==> src/sfk_pkg.sv <==
`default_nettype none
package sfk_pkg;

   localparam int MaxBones = 64;
   localparam int BoneBits = 6;
   localparam int RotFrac  = 14;
   localparam int RotHalf  = 1 << (RotFrac - 1);
   localparam int RotBits  = 16;
   localparam int PosBits  = 32;

   typedef struct packed {
      logic [BoneBits-1:0]       bone_index;
      logic [BoneBits-1:0]       parent_index;
      logic                      has_parent;
      logic signed [RotBits-1:0] local_rot_w;
      logic signed [RotBits-1:0] local_rot_x;
      logic signed [RotBits-1:0] local_rot_y;
      logic signed [RotBits-1:0] local_rot_z;
      logic signed [PosBits-1:0] local_pos_x;
      logic signed [PosBits-1:0] local_pos_y;
      logic signed [PosBits-1:0] local_pos_z;
   } req_type;

   typedef struct packed {
      logic [BoneBits-1:0]       out_bone_index;
      logic signed [RotBits-1:0] global_rot_w;
      logic signed [RotBits-1:0] global_rot_x;
      logic signed [RotBits-1:0] global_rot_y;
      logic signed [RotBits-1:0] global_rot_z;
      logic signed [PosBits-1:0] global_pos_x;
      logic signed [PosBits-1:0] global_pos_y;
      logic signed [PosBits-1:0] global_pos_z;
   } rsp_type;

endpackage
`default_nettype wire

==> src/sfk_front.sv <==
`default_nettype none
// two-entry request queue between the port and the compose engine
module sfk_front import sfk_pkg::*; (
   input  wire logic    clock,
   input  wire logic    reset,
   input  wire logic    in_valid,
   output logic         in_ready,
   input  wire req_type in_data,
   output logic         out_valid,
   input  wire logic    out_ready,
   output req_type      out_data
);
   req_type    q_ff [2];
   logic       rd_ff, rd_in, wr_ff, wr_in;
   logic [1:0] cnt_ff, cnt_in;
   logic       push, pop;

   assign in_ready  = (cnt_ff != 2'd2);
   assign out_valid = (cnt_ff != 2'd0);
   assign out_data  = q_ff[rd_ff];
   assign push = in_valid && in_ready;
   assign pop  = out_valid && out_ready;

   always_comb begin
      rd_in  = pop ? ~rd_ff : rd_ff;
      wr_in  = push ? ~wr_ff : wr_ff;
      cnt_in = cnt_ff + {1'b0, push} - {1'b0, pop};
   end

   always_ff @(posedge clock) begin
      if (reset) begin
         rd_ff  <= 1'b0;
         wr_ff  <= 1'b0;
         cnt_ff <= 2'd0;
      end else begin
         rd_ff  <= rd_in;
         wr_ff  <= wr_in;
         cnt_ff <= cnt_in;
      end
      if (push) q_ff[wr_ff] <= in_data;
   end
endmodule
`default_nettype wire

==> config.mk <==
export PLATFORM = sky130hd
export DESIGN_NAME = sfk_front
export DESIGN_NICKNAME = d
export VERILOG_FILES = /design/src/sfk_pkg.sv /design/src/sfk_front.sv
export SDC_FILE = /design/constraint.sdc
export NUM_CORES = 1
export LEC_CHECK = 0
export ABC_CLOCK_PERIOD_IN_PS = 9200
export BUFFER_PORTS_ARGS = -buffer_cell sky130_fd_sc_hd__buf_2
export CAP_MARGIN = 5
export CORE_ASPECT_RATIO = 2
export CORE_MARGIN = 10
export CORE_UTILIZATION = 24
export DETAILED_ROUTE_END_ITERATION = 12
export HOLD_SLACK_MARGIN = 0.15
export SKIP_CTS_REPAIR_TIMING = 1
export SYNTH_ARGS = -nofsm -noshare
export SYNTH_HDL_FRONTEND = slang
export SYNTH_SLANG_ARGS = --single-unit
==> constraint.sdc <==
create_clock -name clock -period 9.2 [get_ports clock]
set_clock_uncertainty 0.15 [all_clocks]
set_input_delay 0.92 -clock clock [delete_from_list [all_inputs] [get_ports clock]]
set_output_delay 0.92 -clock clock [all_outputs]
set_load 0.01 [all_outputs]
==> metrics.txt <==
share of layout cells above drive strength 1=0.605; sequential fraction of the synthesis area=0.818; RD Place Congestion=approximately 0.73; Setup crit start kind=flop; clock slew at reported path FFs=roughly 70 ps; Avg Inst Size Synth=~23 um^2; Pleak=around 5.9 nW; GR Util met2=0.185; Die Area=~0.064 mm^2; initial antenna violation count=7; commonest cells after routing, fill and taps aside=buf_2 (351), edfxtp_1 (346), mux2_2 (174), clkbuf_16 (31), clkbuf_1 (9); clk sinks=351; cells after synthesis=~560; synthesized area=0.0128 mm^2; CTS tree=done; cell taking the most area after synthesis=edfxtp_1; Slew Limit Fails=0; Synth area leaders=edfxtp_1 (81%), mux2_2 (15%), clkbuf_8 (1.6%); antenna-violating nets left=0; Relative slew margins=0.249; final worst path period share=0.410; number of buffers added on ports=around 350; fmax=265 MHz; CP Data Required Time=just over 8000 ps; Worst Tran Pin Value=between 1000 and 1500 ps; DRC=0; Vias=approximately 6400; die height=about 350 um; Worst Hold Path Cells=1; setup TNS=0 ps; maxcap violations=0; number of global-route vias before repair=approximately 7200; Clk Latency, worst-skew pair=slightly below 600 ps; RSZ-0062 raised after global routing=no; Yosys reg bits=351; R2R depth=5; Finished Core Util=0.306; number of placement rows=between 100 and 150; Top Usage Layer GRT=met2; status=finished, final reports clean; Post-Syn Nets=around 740; Post-DP HPWL=22300 um; H-tree levels=1; Hold Crit Class=input pin to flop; first-pass GRT wire length=45200 um; CTS Buf Count=31; Reg-to-Reg Start=cnt_ff[0]; drt wl/cell=around 19 um; CP Capture Type=output pin; io pins=approximately 350; global route overflow=0; met3 global-route usage=0.0272; width of the die=around 180 um; Tmin final=3770 ps; Yosys Warn Count=0; Max IR drop VDD=about 180 uV; CTS Buffer Depth=3; DR iter-0 viols=between 200 and 250; DR pass1 iterations=4; RR Endpoint=q_ff[0][128]; Nets=1113; Initial Utilization=0.243; DR vias/cell=around 4.0; data arrival time of the critical path=between 2000 and 3000 ps; crit-path max FO=about 80; synth-to-layout area growth=26.4%; pwr/cell area=between 200 and 300 mW/mm^2; commonest non-fill, non-tap cell in the layout=buf_2; Yosys cell types=16; pin count of the biggest net entering global routing=80; Total GRT Usage=0.0939; final wirelength=about 31000 um; WS Path Type=flop to output pin; CP endpoint=out_data[122]; FF-to-FF setup slack=about 6000 ps; met1 GRT Util=0.0823; CTS root buffer=clkbuf_16; core area=about 0.053 mm^2; final setup fails=0; Synth top area share=0.810; final hold vios=0
power breakdown:
group          switching [W]  internal (W)  total, W  leakage [nW]
Sequential         0.0000566       0.00201   0.00207          3.28
Clock               0.000565      0.000680   0.00125         0.473
Combinational       0.000572      0.000442   0.00101          2.12
registers in the layout, indices dropped and copies added, names as in the netlist, named ones only:
signal / cells
rd_ff: 1
wr_ff: 1
cnt_ff: 2
q_ff: 346
routing by layer:
metal  vias to the layer above  wire (um)
met4                         2       1050
met3                        48       2270
met2                       232      18100
met5                         -         13
met1                      3190       9890
li1                       2974          -
kinds of logic after synthesis:
kind of cell             after synthesis  synth area share
XOR/XNOR                               3           0.00205
flip-flops                           351             0.818
adder cells (fa/ha/maj)                2           0.00195
AO/OA/AOI/OAI                          1          0.000586
multiplexers                         174             0.153
buffers and inverters                 20            0.0199
AND/OR/NAND/NOR                       11           0.00439
area by class of cell:
cell class	instances	area (um^2)
antenna	6	15.0
clock buffer	40	810
clock inverter	18	150
fill	5163	36700
inverter	1	3.75
multi-input combinational	191	2090
sequential	351	10500
tap	665	832
timing repair buffer	358	1810
synth_stat cells, drive strengths merged:
| library cell | instances |
|---|---|
| nor2b | 2 |
| nand2b | 1 |
| buf | 4 |
| nor2 | 5 |
| clkbuf | 15 |
| o21a | 1 |
| edfxtp | 346 |
| xnor2 | 2 |
| nand2 | 1 |
| ha | 2 |
| or2 | 1 |
| inv | 1 |
| mux2 | 174 |
| dfxtp | 5 |
| xor2 | 1 |
| and3 | 1 |
worst max-delay path, cell delays in order, from the launching register on:
cell     delay [ps]
dfxtp_4         560
buf_4           860
mux2_2          420
buf_2           150
per-stage QoR:
stage / setup slack (ps) / hold slack, ps / std cells / total power, W / area [um^2]
4_1_cts: 5310 / 310 / 1624 / 0.00442 / 16200
3_3_place_gp: 5510 / 348 / 1566 / 0.00313 / 15200
3_5_place_dp: 5500 / 362 / 1566 / 0.00315 / 15200
5_1_grt: 5240 / 328 / 1630 / 0.00453 / 16200
6_report: 5430 / 367 / 1630 / 0.00432 / 16200
2_1_floorplan: 161 / 331 / 562 / 0.00279 / 12800
how the worst min path moves through the flow:
| stage | startpoint | end | slack, ps |
|---|---|---|---|
| after floorplan | rd_ff | flop | 330 |
| after global placement | rd_ff | rd_ff | 350 |
| after detailed placement | rd_ff | flop | 360 |
| after CTS | in_data[109] | q_ff[0][109] | 310 |
| after global routing | in_data[72] | q_ff[0][72] | 330 |
| final | in_data[92] | q_ff[0][92] | 370 |
Power figures use the tool's default switching activity.
